--- src/bre_pkg.sv ---
// Shared types and constants of the BMP RLE8/RLE4 decoder.
// No dependencies; used by every other file but assert_macros.svh through scoped names.
package bre_pkg;

   // default size limits and the reset value of the size registers
   localparam int MAX_WIDTH_DEF  = 4096;
   localparam int MAX_HEIGHT_DEF = 4096;
   localparam int CFG_SIZE_RST   = 4096;

   // config port
   localparam int CSR_IDX_W = 8;
   localparam int CSR_DAT_W = 13;
   localparam logic [CSR_IDX_W-1:0] REG_IMAGE_WIDTH  = 8'd0;
   localparam logic [CSR_IDX_W-1:0] REG_IMAGE_HEIGHT = 8'd1;
   localparam logic [CSR_IDX_W-1:0] REG_BOTTOM_UP    = 8'd2;
   localparam logic [CSR_IDX_W-1:0] REG_NIBBLE_MODE  = 8'd3;

   // result kinds
   localparam logic [2:0] KIND_RUN = 3'd0;
   localparam logic [2:0] KIND_LIT = 3'd1;
   localparam logic [2:0] KIND_EOL = 3'd2;
   localparam logic [2:0] KIND_EOP = 3'd3;
   localparam logic [2:0] KIND_OOB = 3'd4;

   // command codes from the parser to the executor
   localparam logic [2:0] OP_RUN = 3'd0;
   localparam logic [2:0] OP_EOL = 3'd1;
   localparam logic [2:0] OP_EOP = 3'd2;
   localparam logic [2:0] OP_DX  = 3'd3;
   localparam logic [2:0] OP_DY  = 3'd4;
   localparam logic [2:0] OP_LIT = 3'd5;

   localparam int CMD_DEPTH = 2;

   // count: run length, pixel count of a literal word, or delta amount
   typedef struct packed {
      logic [2:0] op;
      logic [7:0] count;
      logic [7:0] val_even;
      logic [7:0] val_odd;
   } cmd_type;

   typedef struct packed {
      logic init;
      logic nibble_mode;
      logic bottom_up;
   } ctl_type;

endpackage

--- src/bre_ifs.sv ---
// Valid/ready channel interfaces of the RLE decoder: stream in, spans out, config.
// Depends on bre_pkg for the config port widths.
interface bre_req_if;
   logic       valid;
   logic       ready;
   logic [7:0] code_byte;
   modport source (output valid, output code_byte, input ready);
   modport sink   (input valid, input code_byte, output ready);
endinterface

interface bre_rsp_if;
   logic        valid;
   logic        ready;
   logic [2:0]  kind;
   logic [11:0] x_start;
   logic [11:0] line_index;
   logic [7:0]  span_length;
   logic [7:0]  value_even;
   logic [7:0]  value_odd;
   modport source (output valid, output kind, output x_start, output line_index,
                   output span_length, output value_even, output value_odd,
                   input ready);
   modport sink   (input valid, input kind, input x_start, input line_index,
                   input span_length, input value_even, input value_odd,
                   output ready);
endinterface

interface bre_csr_if;
   logic                         valid;
   logic                         ready;
   logic [bre_pkg::CSR_IDX_W-1:0] index;
   logic [bre_pkg::CSR_DAT_W-1:0] data;
   modport source (output valid, output index, output data, input ready);
   modport sink   (input valid, input index, input data, output ready);
endinterface

--- src/bre_cmd_fifo.sv ---
// Short command queue between the byte parser and the span executor.
// Depends on bre_pkg (cmd_type, CMD_DEPTH).
module bre_cmd_fifo (
   input  logic             clock,
   input  logic             reset,
   input  logic             flush,
   input  logic             push,
   input  bre_pkg::cmd_type wr_data,
   output logic             full,
   input  logic             pop,
   output logic             not_empty,
   output bre_pkg::cmd_type rd_data
);
   localparam int PW = (bre_pkg::CMD_DEPTH > 1) ? $clog2(bre_pkg::CMD_DEPTH) : 1;
   localparam int CW = $clog2(bre_pkg::CMD_DEPTH + 1);
   localparam logic [PW-1:0] LAST = PW'(bre_pkg::CMD_DEPTH - 1);

   bre_pkg::cmd_type slot_ff [bre_pkg::CMD_DEPTH];
   logic [PW-1:0] wr_ptr_ff, wr_ptr_in, rd_ptr_ff, rd_ptr_in;
   logic [CW-1:0] count_ff, count_in;
   logic          do_push, do_pop;

   assign full      = (count_ff == CW'(bre_pkg::CMD_DEPTH));
   assign not_empty = (count_ff != '0);
   assign do_push   = push && !full;
   assign do_pop    = pop && not_empty;
   assign rd_data   = slot_ff[rd_ptr_ff];

   always_comb begin
      wr_ptr_in = wr_ptr_ff;
      rd_ptr_in = rd_ptr_ff;
      count_in  = count_ff;
      if (do_push) begin
         wr_ptr_in = (wr_ptr_ff == LAST) ? '0 : wr_ptr_ff + PW'(1);
      end
      if (do_pop) begin
         rd_ptr_in = (rd_ptr_ff == LAST) ? '0 : rd_ptr_ff + PW'(1);
      end
      if (do_push && !do_pop) begin
         count_in = count_ff + CW'(1);
      end else if (do_pop && !do_push) begin
         count_in = count_ff - CW'(1);
      end
   end

   always_ff @(posedge clock) begin
      if (reset || flush) begin
         wr_ptr_ff <= '0;
         rd_ptr_ff <= '0;
         count_ff  <= '0;
      end else begin
         wr_ptr_ff <= wr_ptr_in;
         rd_ptr_ff <= rd_ptr_in;
         count_ff  <= count_in;
      end
   end

   always_ff @(posedge clock) begin
      if (do_push) begin
         slot_ff[wr_ptr_ff] <= wr_data;
      end
   end

endmodule

--- src/bre_front.sv ---
// Byte parser: tracks the RLE phase and turns stream words into commands.
// Depends on bre_pkg (cmd_type, ctl_type, OP_* codes).
module bre_front (
   input  logic             clock,
   input  logic             reset,
   input  bre_pkg::ctl_type ctl,
   input  logic             in_valid,
   output logic             in_ready,
   input  logic [7:0]       in_byte,
   input  logic             fifo_full,
   output logic             push,
   output bre_pkg::cmd_type cmd
);
   localparam logic [2:0] PH_COUNT = 3'd0;
   localparam logic [2:0] PH_VALUE = 3'd1;
   localparam logic [2:0] PH_DX    = 3'd2;
   localparam logic [2:0] PH_DY    = 3'd3;
   localparam logic [2:0] PH_LIT   = 3'd4;
   localparam logic [2:0] PH_PAD   = 3'd5;

   logic [2:0] phase_ff, phase_in;
   logic [7:0] held_count_ff, held_count_in;
   logic [7:0] literal_left_ff, literal_left_in;
   logic       pad_left_ff, pad_left_in;
   logic       fire;
   logic [8:0] byte_inc;
   logic [1:0] lit_n;

   assign in_ready = !fifo_full;
   assign fire     = in_valid && in_ready;
   assign byte_inc = {1'b0, in_byte} + 9'd1;
   assign lit_n    = !ctl.nibble_mode ? 2'd1 :
                     (literal_left_ff < 8'd2) ? literal_left_ff[1:0] : 2'd2;

   always_comb begin
      phase_in        = phase_ff;
      held_count_in   = held_count_ff;
      literal_left_in = literal_left_ff;
      pad_left_in     = pad_left_ff;
      push            = 1'b0;
      cmd.op          = bre_pkg::OP_RUN;
      cmd.count       = in_byte;
      cmd.val_even    = in_byte;
      cmd.val_odd     = in_byte;
      if (fire) begin
         unique case (phase_ff)
            PH_COUNT: begin
               held_count_in = in_byte;
               phase_in      = PH_VALUE;
            end
            PH_VALUE: begin
               phase_in = PH_COUNT;
               if (held_count_ff != 8'd0) begin
                  push      = 1'b1;
                  cmd.op    = bre_pkg::OP_RUN;
                  cmd.count = held_count_ff;
                  if (ctl.nibble_mode) begin
                     cmd.val_even = {4'd0, in_byte[7:4]};
                     cmd.val_odd  = {4'd0, in_byte[3:0]};
                  end
               end else if (in_byte == 8'd0) begin
                  push   = 1'b1;
                  cmd.op = bre_pkg::OP_EOL;
               end else if (in_byte == 8'd1) begin
                  push   = 1'b1;
                  cmd.op = bre_pkg::OP_EOP;
               end else if (in_byte == 8'd2) begin
                  phase_in = PH_DX;
               end else begin
                  // absolute mode; pad to a 16-bit boundary after odd byte count
                  literal_left_in = in_byte;
                  pad_left_in     = ctl.nibble_mode ? byte_inc[1] : in_byte[0];
                  phase_in        = PH_LIT;
               end
            end
            PH_DX: begin
               push     = 1'b1;
               cmd.op   = bre_pkg::OP_DX;
               phase_in = PH_DY;
            end
            PH_DY: begin
               push     = 1'b1;
               cmd.op   = bre_pkg::OP_DY;
               phase_in = PH_COUNT;
            end
            PH_LIT: begin
               push      = 1'b1;
               cmd.op    = bre_pkg::OP_LIT;
               cmd.count = {6'd0, lit_n};
               if (ctl.nibble_mode) begin
                  cmd.val_even = {4'd0, in_byte[7:4]};
                  cmd.val_odd  = (lit_n == 2'd2) ? {4'd0, in_byte[3:0]} : 8'd0;
               end else begin
                  cmd.val_odd = 8'd0;
               end
               literal_left_in = literal_left_ff - {6'd0, lit_n};
               if (literal_left_ff == {6'd0, lit_n}) begin
                  phase_in = pad_left_ff ? PH_PAD : PH_COUNT;
               end
            end
            PH_PAD: begin
               pad_left_in = 1'b0;
               phase_in    = PH_COUNT;
            end
            default: begin
               phase_in = PH_COUNT;
            end
         endcase
      end
   end

   always_ff @(posedge clock) begin
      if (reset || ctl.init) begin
         phase_ff        <= PH_COUNT;
         held_count_ff   <= 8'd0;
         literal_left_ff <= 8'd0;
         pad_left_ff     <= 1'b0;
      end else begin
         phase_ff        <= phase_in;
         held_count_ff   <= held_count_in;
         literal_left_ff <= literal_left_in;
         pad_left_ff     <= pad_left_in;
      end
   end

endmodule

--- src/bre_back.sv ---
// Span executor: keeps column, line and end-of-picture flag, and fills the
// result register from queued commands. Depends on bre_pkg.
module bre_back #(
   parameter int MAX_WIDTH  = bre_pkg::MAX_WIDTH_DEF,
   parameter int MAX_HEIGHT = bre_pkg::MAX_HEIGHT_DEF
) (
   input  logic                                    clock,
   input  logic                                    reset,
   input  bre_pkg::ctl_type                        ctl,
   input  logic [$clog2(MAX_WIDTH+1)-1:0]          eff_w,
   input  logic [$clog2(MAX_HEIGHT+1)-1:0]         eff_h,
   input  logic signed [$clog2(MAX_HEIGHT+1):0]    init_line,
   input  logic                                    cmd_valid,
   input  bre_pkg::cmd_type                        cmd,
   output logic                                    cmd_pop,
   output logic                                    rsp_valid,
   input  logic                                    rsp_ready,
   output logic [2:0]                              rsp_kind,
   output logic [11:0]                             rsp_x_start,
   output logic [11:0]                             rsp_line_index,
   output logic [7:0]                              rsp_span_length,
   output logic [7:0]                              rsp_value_even,
   output logic [7:0]                              rsp_value_odd
);
   localparam int XW = $clog2(MAX_WIDTH + 1);
   localparam int HW = $clog2(MAX_HEIGHT + 1);
   localparam int LW = HW + 1;
   localparam int SW = XW + 9;
   localparam int DW = LW + 9;
   localparam logic signed [DW-1:0] LINE_MIN = -1;
   localparam logic signed [DW-1:0] LINE_MAX = DW'(MAX_HEIGHT);

   function automatic logic in_pic(input logic signed [LW-1:0] l,
                                   input logic [HW-1:0] h);
      return !l[LW-1] && (l[LW-2:0] < h);
   endfunction

   function automatic logic signed [LW-1:0] clamp_line(input logic signed [DW-1:0] v);
      if (v < LINE_MIN) return '1;
      if (v > LINE_MAX) return LW'(MAX_HEIGHT);
      return v[LW-1:0];
   endfunction

   function automatic logic [11:0] line_field(input logic signed [LW-1:0] l);
      return l[LW-1] ? 12'd0 : 12'(l[LW-2:0]);
   endfunction

   logic [XW-1:0]        x_pos_ff, x_pos_in;
   logic signed [LW-1:0] cur_line_ff, cur_line_in;
   logic                 done_ff, done_in;
   logic                 rsp_valid_ff, rsp_valid_in;
   logic [2:0]           kind_ff, kind_in;
   logic [11:0]          x_start_ff, x_start_in;
   logic [11:0]          line_ff, line_in;
   logic [7:0]           len_ff, len_in;
   logic [7:0]           ve_ff, ve_in;
   logic [7:0]           vo_ff, vo_in;

   logic                 out_free, line_ok, eol_ok;
   logic [XW-1:0]        room;
   logic [7:0]           run_len;
   logic [SW-1:0]        x_plus_cnt, x_plus_len;
   logic signed [DW-1:0] line_d, step_d, line_step;
   logic signed [LW-1:0] stepped_line;
   logic [11:0]          oob_x;

   assign out_free = !rsp_valid_ff || rsp_ready;
   assign cmd_pop  = cmd_valid && out_free;

   assign line_ok    = in_pic(cur_line_ff, eff_h);
   assign room       = (x_pos_ff >= eff_w) ? '0 : eff_w - x_pos_ff;
   assign run_len    = (SW'(cmd.count) < SW'(room)) ? cmd.count : 8'(room);
   assign x_plus_cnt = SW'(x_pos_ff) + SW'(cmd.count);
   assign x_plus_len = SW'(x_pos_ff) + SW'(run_len);
   assign oob_x      = (32'(x_pos_ff) > 32'd4095) ? 12'hFFF : 12'(x_pos_ff);

   // end of line steps by one, delta steps by the count byte
   assign line_d       = DW'(cur_line_ff);
   assign step_d       = (cmd.op == bre_pkg::OP_EOL) ? DW'(1) : $signed(DW'(cmd.count));
   assign line_step    = ctl.bottom_up ? line_d - step_d : line_d + step_d;
   assign stepped_line = clamp_line(line_step);
   assign eol_ok       = in_pic(stepped_line, eff_h);

   always_comb begin
      x_pos_in     = x_pos_ff;
      cur_line_in  = cur_line_ff;
      done_in      = done_ff;
      rsp_valid_in = rsp_valid_ff && !rsp_ready;
      kind_in      = kind_ff;
      x_start_in   = x_start_ff;
      line_in      = line_ff;
      len_in       = len_ff;
      ve_in        = ve_ff;
      vo_in        = vo_ff;
      if (cmd_pop && !done_ff) begin
         unique case (cmd.op)
            bre_pkg::OP_RUN: begin
               if (run_len != 8'd0) begin
                  rsp_valid_in = 1'b1;
                  if (!line_ok) begin
                     kind_in    = bre_pkg::KIND_OOB;
                     x_start_in = oob_x;
                     line_in    = line_field(cur_line_ff);
                     len_in     = 8'd0;
                     ve_in      = 8'd0;
                     vo_in      = 8'd0;
                     done_in    = 1'b1;
                  end else begin
                     kind_in    = bre_pkg::KIND_RUN;
                     x_start_in = 12'(x_pos_ff);
                     line_in    = line_field(cur_line_ff);
                     len_in     = run_len;
                     ve_in      = cmd.val_even;
                     vo_in      = cmd.val_odd;
                     x_pos_in   = XW'(x_plus_len);
                  end
               end
            end
            bre_pkg::OP_EOL: begin
               rsp_valid_in = 1'b1;
               x_pos_in     = '0;
               cur_line_in  = stepped_line;
               x_start_in   = 12'd0;
               len_in       = 8'd0;
               ve_in        = 8'd0;
               vo_in        = 8'd0;
               if (eol_ok) begin
                  kind_in = bre_pkg::KIND_EOL;
                  line_in = line_field(cur_line_ff);
               end else begin
                  kind_in = bre_pkg::KIND_EOP;
                  line_in = 12'd0;
                  done_in = 1'b1;
               end
            end
            bre_pkg::OP_EOP: begin
               rsp_valid_in = 1'b1;
               kind_in      = bre_pkg::KIND_EOP;
               x_start_in   = 12'd0;
               line_in      = 12'd0;
               len_in       = 8'd0;
               ve_in        = 8'd0;
               vo_in        = 8'd0;
               done_in      = 1'b1;
            end
            bre_pkg::OP_DX: begin
               x_pos_in = (x_plus_cnt > SW'(MAX_WIDTH)) ? XW'(MAX_WIDTH) : XW'(x_plus_cnt);
            end
            bre_pkg::OP_DY: begin
               cur_line_in = stepped_line;
            end
            bre_pkg::OP_LIT: begin
               rsp_valid_in = 1'b1;
               line_in      = line_field(cur_line_ff);
               if (!line_ok || x_plus_cnt > SW'(eff_w)) begin
                  kind_in    = bre_pkg::KIND_OOB;
                  x_start_in = oob_x;
                  len_in     = 8'd0;
                  ve_in      = 8'd0;
                  vo_in      = 8'd0;
                  done_in    = 1'b1;
               end else begin
                  kind_in    = bre_pkg::KIND_LIT;
                  x_start_in = 12'(x_pos_ff);
                  len_in     = cmd.count;
                  ve_in      = cmd.val_even;
                  vo_in      = cmd.val_odd;
                  x_pos_in   = XW'(x_plus_cnt);
               end
            end
            default: begin
            end
         endcase
      end
   end

   always_ff @(posedge clock) begin
      if (reset || ctl.init) begin
         x_pos_ff    <= '0;
         cur_line_ff <= init_line;
         done_ff     <= 1'b0;
      end else begin
         x_pos_ff    <= x_pos_in;
         cur_line_ff <= cur_line_in;
         done_ff     <= done_in;
      end
   end

   always_ff @(posedge clock) begin
      if (reset) begin
         rsp_valid_ff <= 1'b0;
      end else begin
         rsp_valid_ff <= rsp_valid_in;
      end
   end

   always_ff @(posedge clock) begin
      kind_ff    <= kind_in;
      x_start_ff <= x_start_in;
      line_ff    <= line_in;
      len_ff     <= len_in;
      ve_ff      <= ve_in;
      vo_ff      <= vo_in;
   end

   assign rsp_valid       = rsp_valid_ff;
   assign rsp_kind        = kind_ff;
   assign rsp_x_start     = x_start_ff;
   assign rsp_line_index  = line_ff;
   assign rsp_span_length = len_ff;
   assign rsp_value_even  = ve_ff;
   assign rsp_value_odd   = vo_ff;

endmodule

--- src/bmp_rle_decoder_core.sv ---
// Top level of the BMP RLE8/RLE4 stream decoder: config registers, parser,
// command queue, span executor. Depends on bre_pkg, bre_ifs, bre_front,
// bre_cmd_fifo and bre_back.
//
//   channel   dir   word                      accepted when
//   -------   ---   -----------------------   ---------------------------
//   req_bus   in    one compressed byte        req_bus.valid & req_bus.ready
//   rsp_bus   out   one span/event result      rsp_bus.valid & rsp_bus.ready
//   csr_bus   in    register index + data      csr_bus.valid (ready tied high)
//
// Throughput: one word per cycle on req_bus when rsp_bus is not stalled.
// An accepted byte's command is written into the queue, then loaded into the result register.
// The parser stalls only when the command queue is full; the executor stalls
//   only when the result register holds a word that rsp_bus has not taken.
// Reset, or a write to a known register, returns parser and executor to the
//   start of a picture; the new register value applies from that edge on.
module bmp_rle_decoder_core #(
   parameter int MAX_WIDTH  = bre_pkg::MAX_WIDTH_DEF,
   parameter int MAX_HEIGHT = bre_pkg::MAX_HEIGHT_DEF
) (
   input  logic       clock,
   input  logic       reset,
   bre_req_if.sink    req_bus,
   bre_rsp_if.source  rsp_bus,
   bre_csr_if.sink    csr_bus
);
   localparam int XW = $clog2(MAX_WIDTH + 1);
   localparam int HW = $clog2(MAX_HEIGHT + 1);
   localparam int LW = HW + 1;
   localparam logic [XW-1:0] EFF_W_RST =
      XW'((bre_pkg::CFG_SIZE_RST < MAX_WIDTH) ? bre_pkg::CFG_SIZE_RST : MAX_WIDTH);
   localparam logic [HW-1:0] EFF_H_RST =
      HW'((bre_pkg::CFG_SIZE_RST < MAX_HEIGHT) ? bre_pkg::CFG_SIZE_RST : MAX_HEIGHT);

   // sizes are kept already clipped to the build limits
   logic [XW-1:0]        eff_w_ff, eff_w_in;
   logic [HW-1:0]        eff_h_ff, eff_h_in;
   logic                 bottom_up_ff, bottom_up_in;
   logic                 nibble_mode_ff, nibble_mode_in;
   logic                 csr_fire, cfg_hit;
   logic                 start_bu;
   logic [HW-1:0]        start_h;
   logic signed [LW-1:0] init_line;
   bre_pkg::ctl_type     ctl;

   logic                 fifo_full, fifo_push, fifo_pop, fifo_has;
   bre_pkg::cmd_type     push_cmd, head_cmd;

   assign csr_bus.ready = 1'b1;
   assign csr_fire      = csr_bus.valid;

   always_comb begin
      eff_w_in       = eff_w_ff;
      eff_h_in       = eff_h_ff;
      bottom_up_in   = bottom_up_ff;
      nibble_mode_in = nibble_mode_ff;
      cfg_hit        = 1'b0;
      if (csr_fire) begin
         unique case (csr_bus.index)
            bre_pkg::REG_IMAGE_WIDTH: begin
               cfg_hit  = 1'b1;
               eff_w_in = (32'(csr_bus.data) > 32'(MAX_WIDTH)) ? XW'(MAX_WIDTH)
                                                               : XW'(csr_bus.data);
            end
            bre_pkg::REG_IMAGE_HEIGHT: begin
               cfg_hit  = 1'b1;
               eff_h_in = (32'(csr_bus.data) > 32'(MAX_HEIGHT)) ? HW'(MAX_HEIGHT)
                                                                : HW'(csr_bus.data);
            end
            bre_pkg::REG_BOTTOM_UP: begin
               cfg_hit      = 1'b1;
               bottom_up_in = csr_bus.data[0];
            end
            bre_pkg::REG_NIBBLE_MODE: begin
               cfg_hit        = 1'b1;
               nibble_mode_in = csr_bus.data[0];
            end
            default: begin
               // unknown index: dropped, parser state kept
            end
         endcase
      end
   end

   // first line of a picture, taken from the values that hold after this edge
   assign start_bu  = reset ? 1'b1 : bottom_up_in;
   assign start_h   = reset ? EFF_H_RST : eff_h_in;
   assign init_line = start_bu ? ($signed({1'b0, start_h}) - $signed(LW'(1))) : '0;

   always_ff @(posedge clock) begin
      if (reset) begin
         eff_w_ff       <= EFF_W_RST;
         eff_h_ff       <= EFF_H_RST;
         bottom_up_ff   <= 1'b1;
         nibble_mode_ff <= 1'b0;
      end else begin
         eff_w_ff       <= eff_w_in;
         eff_h_ff       <= eff_h_in;
         bottom_up_ff   <= bottom_up_in;
         nibble_mode_ff <= nibble_mode_in;
      end
   end

   assign ctl.init        = cfg_hit;
   assign ctl.nibble_mode = nibble_mode_ff;
   assign ctl.bottom_up   = bottom_up_ff;

   bre_front u_front (
      .clock     (clock),
      .reset     (reset),
      .ctl       (ctl),
      .in_valid  (req_bus.valid),
      .in_ready  (req_bus.ready),
      .in_byte   (req_bus.code_byte),
      .fifo_full (fifo_full),
      .push      (fifo_push),
      .cmd       (push_cmd)
   );

   bre_cmd_fifo u_fifo (
      .clock     (clock),
      .reset     (reset),
      .flush     (cfg_hit),
      .push      (fifo_push),
      .wr_data   (push_cmd),
      .full      (fifo_full),
      .pop       (fifo_pop),
      .not_empty (fifo_has),
      .rd_data   (head_cmd)
   );

   bre_back #(
      .MAX_WIDTH  (MAX_WIDTH),
      .MAX_HEIGHT (MAX_HEIGHT)
   ) u_back (
      .clock           (clock),
      .reset           (reset),
      .ctl             (ctl),
      .eff_w           (eff_w_ff),
      .eff_h           (eff_h_ff),
      .init_line       (init_line),
      .cmd_valid       (fifo_has),
      .cmd             (head_cmd),
      .cmd_pop         (fifo_pop),
      .rsp_valid       (rsp_bus.valid),
      .rsp_ready       (rsp_bus.ready),
      .rsp_kind        (rsp_bus.kind),
      .rsp_x_start     (rsp_bus.x_start),
      .rsp_line_index  (rsp_bus.line_index),
      .rsp_span_length (rsp_bus.span_length),
      .rsp_value_even  (rsp_bus.value_even),
      .rsp_value_odd   (rsp_bus.value_odd)
   );

endmodule

--- src/flat_wrapper.sv ---
// flat-port wrapper written by rule: the top's interface ports become plain ports
module bmp_rle_decoder_core_flat 
#(
   parameter int MAX_WIDTH  = bre_pkg::MAX_WIDTH_DEF,
   parameter int MAX_HEIGHT = bre_pkg::MAX_HEIGHT_DEF
)
  (clock, reset, req_bus_valid, req_bus_code_byte, req_bus_ready, rsp_bus_valid, rsp_bus_kind, rsp_bus_x_start, rsp_bus_line_index, rsp_bus_span_length, rsp_bus_value_even, rsp_bus_value_odd, rsp_bus_ready, csr_bus_valid, csr_bus_index, csr_bus_data, csr_bus_ready);
  bre_req_if req_bus_i ();
  bre_rsp_if rsp_bus_i ();
  bre_csr_if csr_bus_i ();
  input  logic clock;
  input  logic reset;
  input wire logic [$bits(req_bus_i.valid)-1:0] req_bus_valid;
  input wire logic [$bits(req_bus_i.code_byte)-1:0] req_bus_code_byte;
  output wire logic [$bits(req_bus_i.ready)-1:0] req_bus_ready;
  output wire logic [$bits(rsp_bus_i.valid)-1:0] rsp_bus_valid;
  output wire logic [$bits(rsp_bus_i.kind)-1:0] rsp_bus_kind;
  output wire logic [$bits(rsp_bus_i.x_start)-1:0] rsp_bus_x_start;
  output wire logic [$bits(rsp_bus_i.line_index)-1:0] rsp_bus_line_index;
  output wire logic [$bits(rsp_bus_i.span_length)-1:0] rsp_bus_span_length;
  output wire logic [$bits(rsp_bus_i.value_even)-1:0] rsp_bus_value_even;
  output wire logic [$bits(rsp_bus_i.value_odd)-1:0] rsp_bus_value_odd;
  input wire logic [$bits(rsp_bus_i.ready)-1:0] rsp_bus_ready;
  input wire logic [$bits(csr_bus_i.valid)-1:0] csr_bus_valid;
  input wire logic [$bits(csr_bus_i.index)-1:0] csr_bus_index;
  input wire logic [$bits(csr_bus_i.data)-1:0] csr_bus_data;
  output wire logic [$bits(csr_bus_i.ready)-1:0] csr_bus_ready;
  assign req_bus_i.valid = req_bus_valid;
  assign req_bus_i.code_byte = req_bus_code_byte;
  assign req_bus_ready = req_bus_i.ready;
  assign rsp_bus_valid = rsp_bus_i.valid;
  assign rsp_bus_kind = rsp_bus_i.kind;
  assign rsp_bus_x_start = rsp_bus_i.x_start;
  assign rsp_bus_line_index = rsp_bus_i.line_index;
  assign rsp_bus_span_length = rsp_bus_i.span_length;
  assign rsp_bus_value_even = rsp_bus_i.value_even;
  assign rsp_bus_value_odd = rsp_bus_i.value_odd;
  assign rsp_bus_i.ready = rsp_bus_ready;
  assign csr_bus_i.valid = csr_bus_valid;
  assign csr_bus_i.index = csr_bus_index;
  assign csr_bus_i.data = csr_bus_data;
  assign csr_bus_ready = csr_bus_i.ready;
  bmp_rle_decoder_core #(.MAX_WIDTH(MAX_WIDTH), .MAX_HEIGHT(MAX_HEIGHT)) u_core (.clock(clock), .reset(reset), .req_bus(req_bus_i), .rsp_bus(rsp_bus_i), .csr_bus(csr_bus_i));
endmodule
--- config.mk ---
export PLATFORM = sky130hd
export DESIGN_NAME = bmp_rle_decoder_core_flat
export DESIGN_NICKNAME = d
export VERILOG_FILES = /design/src/bre_pkg.sv /design/src/bre_ifs.sv /design/src/bre_cmd_fifo.sv /design/src/bre_front.sv /design/src/bre_back.sv /design/src/bmp_rle_decoder_core.sv /design/src/flat_wrapper.sv
export SDC_FILE = /design/constraint.sdc
export NUM_CORES = 1
export LEC_CHECK = 0
export ABC_AREA = 1
export BUFFER_PORTS_ARGS = -buffer_cell sky130_fd_sc_hd__buf_4
export CAP_MARGIN = 40
export CORE_MARGIN = 2
export CORE_UTILIZATION = 51
export DETAILED_ROUTE_END_ITERATION = 12
export PLACE_DENSITY = 0.72
export SLEW_MARGIN = 10
export SYNTH_ARGS = -nofsm -noshare
export SYNTH_HDL_FRONTEND = slang
export SYNTH_SLANG_ARGS = --single-unit
--- constraint.sdc ---
create_clock -name clock -period 4.9 [get_ports clock]
set_input_delay 0.98 -clock clock [delete_from_list [all_inputs] [get_ports clock]]
set_output_delay 0.98 -clock clock [all_outputs]
set_load 0.1 [all_outputs]
==> results.cfg <==
[synth]
ys_async_sr_fraction = 0
synth_area_sq_um = 12900
ys_seq_area_frac = 0.383
synth_top_area_frac = 0.277
yosysTopAreaCell = edfxtp_1
synth_nets = 1884
syn_inst = 1752
synth_seq_cells = 187
netlist_top_cells_area = edfxtp_1 28%, nand2_1 13%, dfxtp_1 11%, ha_1 9.1%, inv_1 7.7%
synth.avg_cell_area_sq_um = 7.36
ys_types = 55
synth_most_common_cell = nand2_1
synth_flop_cell = edfxtp_1
synth_edf_count = 119
synthTopCellsByCount = 435 x nand2_1, 266 x inv_1, 142 x o21ai_0
ys_warn_count = 0

[timing]
max_clock_freq_mhz = 195
finalCriticalPeriod_ns = 5.12
setup_viol = 14
fin_setup_tns_ns = -2.81
fin_crit_sh = 1.05
worst_slew_pin_slew_ns = 0.855
fin_ws_ns = -0.222
fin_skew_ns = 0.0178
hold_viol_final = 0
finalMaxSlewViolations = 0
grt_setup_unrepaired = yes
timing.slew.headroom = 0.428

[drt]
drc = 0
totalWireLength_microns = 41200
wire_per_inst_microns = 17.3
drt-vias-per-instance = 5.48
ant_nets = 0
drtIter0Drc = 1245
first_pass_iters = 7
vias = 13031

[final_layout]
postLayoutCoreUtil = 0.679
fillers = 2052
nNetsFinal = 2165
regArea_sq_um = 4960
instances_no_fill = 2376
multi_input_area_sq_um = 7610
area_growth_pct = 31.8
diodes = 0
drive_above_1_share = 0.280

[floorplanning]
core_sq_um = 25000
dieArea_sq_um = 26600
die_x_microns = 163
die_y_microns = 163
start_util = 0.515
boundaryPins = 88
rows = 58

[grt]
gr-total-overflow = 0
grt_first_pass_wirelength_microns = 62400
grt_max_degree = 42
grt_pass1_vias = 12151
grt_usage = 0.303
antenna_found_initial = 0

[clock_network]
cts_buffers = 17
cts_max_level = 4
cts-root-buf = clkbuf_16
cts.sinks = 187
cts.clk_slew.worst_paths_ns = 0.08
clk_latency_ns = 0.45
cts_hold_buf = 0
cts_tree = built
clock_path_buffers = 2

[setup_path]
path_delay_family = simple AND/OR/NAND/NOR gates
cp-end-kind = register
cpPeakStageDelay_ns = 0.41
crit_type = register to register
critPathMaxFanout = 6
cp_data_required_time_ns = 5.21
crit_buf_inv = 4
slowest_stage = edfxtp_1
startpoint_type = register
crit_path_frequent_cell = nand2_1
cp.arrival_ns = 5.43

[place]
dp.cells = 2300
place_congestion = 1.01
port_buffers = 86
hpwlAfterDp_microns = 30600

[worst_hold_path]
holdCritPathClass = register to register

[run_status]
outcome = finished, violations left
failed_checks = setup timing

[run]
drv_cap = 0
## through the flow
stage	area [sq um]	hold slack, ns	setup WS, ns
floorplan	12900	0.436	0.0116
global route	17000	0.514	-0.556
finish	17000	0.473	-0.222
global placement	15100	0.444	-0.116
detailed placement	15100	0.447	-0.309
CTS	16100	0.458	-0.0178
## per-layer routing
layer / share of wire / track usage
met5: 0 / 0
met1: 0.42 / 0.404
met3: 0.073 / 0.0523
met4: 0.027 / 0.0973
met2: 0.48 / 0.502
## sequential cells by signal, indices dropped and copies added, names as in the netlist, 3 cells and up, named ones only
signal	count
u_core.u_fifo.slot_ff	54
u_core.u_back.cur_line_ff	14
u_core.u_back.rsp_x_start	12
u_core.u_back.rsp_span_length	8
u_core.u_front.phase_ff	3
u_core.u_back.rsp_kind	3
u_core.u_back.rsp_value_even	8
u_core.u_back.rsp_line_index	12
u_core.eff_h_ff	13
u_core.u_back.rsp_value_odd	8
u_core.eff_w_ff	13
u_core.u_front.held_count_ff	8
u_core.u_front.literal_left_ff	8
u_core.u_back.x_pos_ff	13
## layout by cell type (no fill, tap or decap), types with 8 or more instances in the layout
cell type,n
a211oi_1,8
a21oi_1,112
a21oi_2,20
buf_4,294
clkbuf_16,17
dfxtp_1,49
dfxtp_2,17
edfxtp_1,119
ha_1,69
ha_4,24
inv_1,245
inv_2,21
nand2_1,389
nand2_2,48
nand2_4,12
nand3_1,91
nand3_2,11
nand4_1,22
nor2_1,121
nor2_2,18
nor2_4,12
nor3_1,17
o21ai_0,129
o21ai_1,24
or2_2,9
xor2_1,20
## layout make-up
class / count / share of cell area
tap: 330 / 0.0243
sequential: 187 / 0.292
clock buffer: 17 / 0.0250
inverter: 274 / 0.0618
timing repair buffer: 301 / 0.135
timing repair inverter: 1 / 0.000957
clock inverter: 15 / 0.0127
multi-input combinational: 1251 / 0.448
## cell families after synthesis
| kind of cell | share of synthesized area |
|---|---|
| other | 0.000291 |
| AND/OR/NAND/NOR | 0.258 |
| flip-flops | 0.383 |
| adder cells (fa/ha/maj) | 0.0974 |
| XOR/XNOR | 0.0183 |
| AO/OA/AOI/OAI | 0.148 |
| buffers and inverters | 0.0952 |
## tightest hold or removal path, cell delays in order (launching register included)
cell	delay, ns
dfxtp_1	0.32
nand2_1	0.06
a21oi_1	0.05
## final timing paths
| kind | startpoint | end | slack (ns) | cells past startpoint |
|---|---|---|---|---|
| worst min register to register | u_core.u_fifo.count_ff[0] | u_core.u_fifo.count_ff[0] | 0.47 | 2 |
| worst max register to register | u_core.u_fifo.slot_ff[1][26] | u_core.u_back.rsp_line_index[3] | -0.22 | 33 |
| worst min-delay path | u_core.u_fifo.count_ff[0] | u_core.u_fifo.count_ff[0] | 0.47 | 2 |
| worst max-delay path | u_core.u_fifo.slot_ff[1][26] | u_core.u_back.rsp_line_index[3] | -0.22 | 33 |
## repair_timing
action                                 CTS  global route
gates resized for setup                 63           180
cloned                                   1             0
setup endpoints to repair               20            59
pin swaps                                9            73
setup buffers                           20            23
endpoints found under the hold margin    0             0
Power is left out: the tool's default activity adds up to more than one toggle a clock period on the data nets, which glitch-free logic cannot reach.
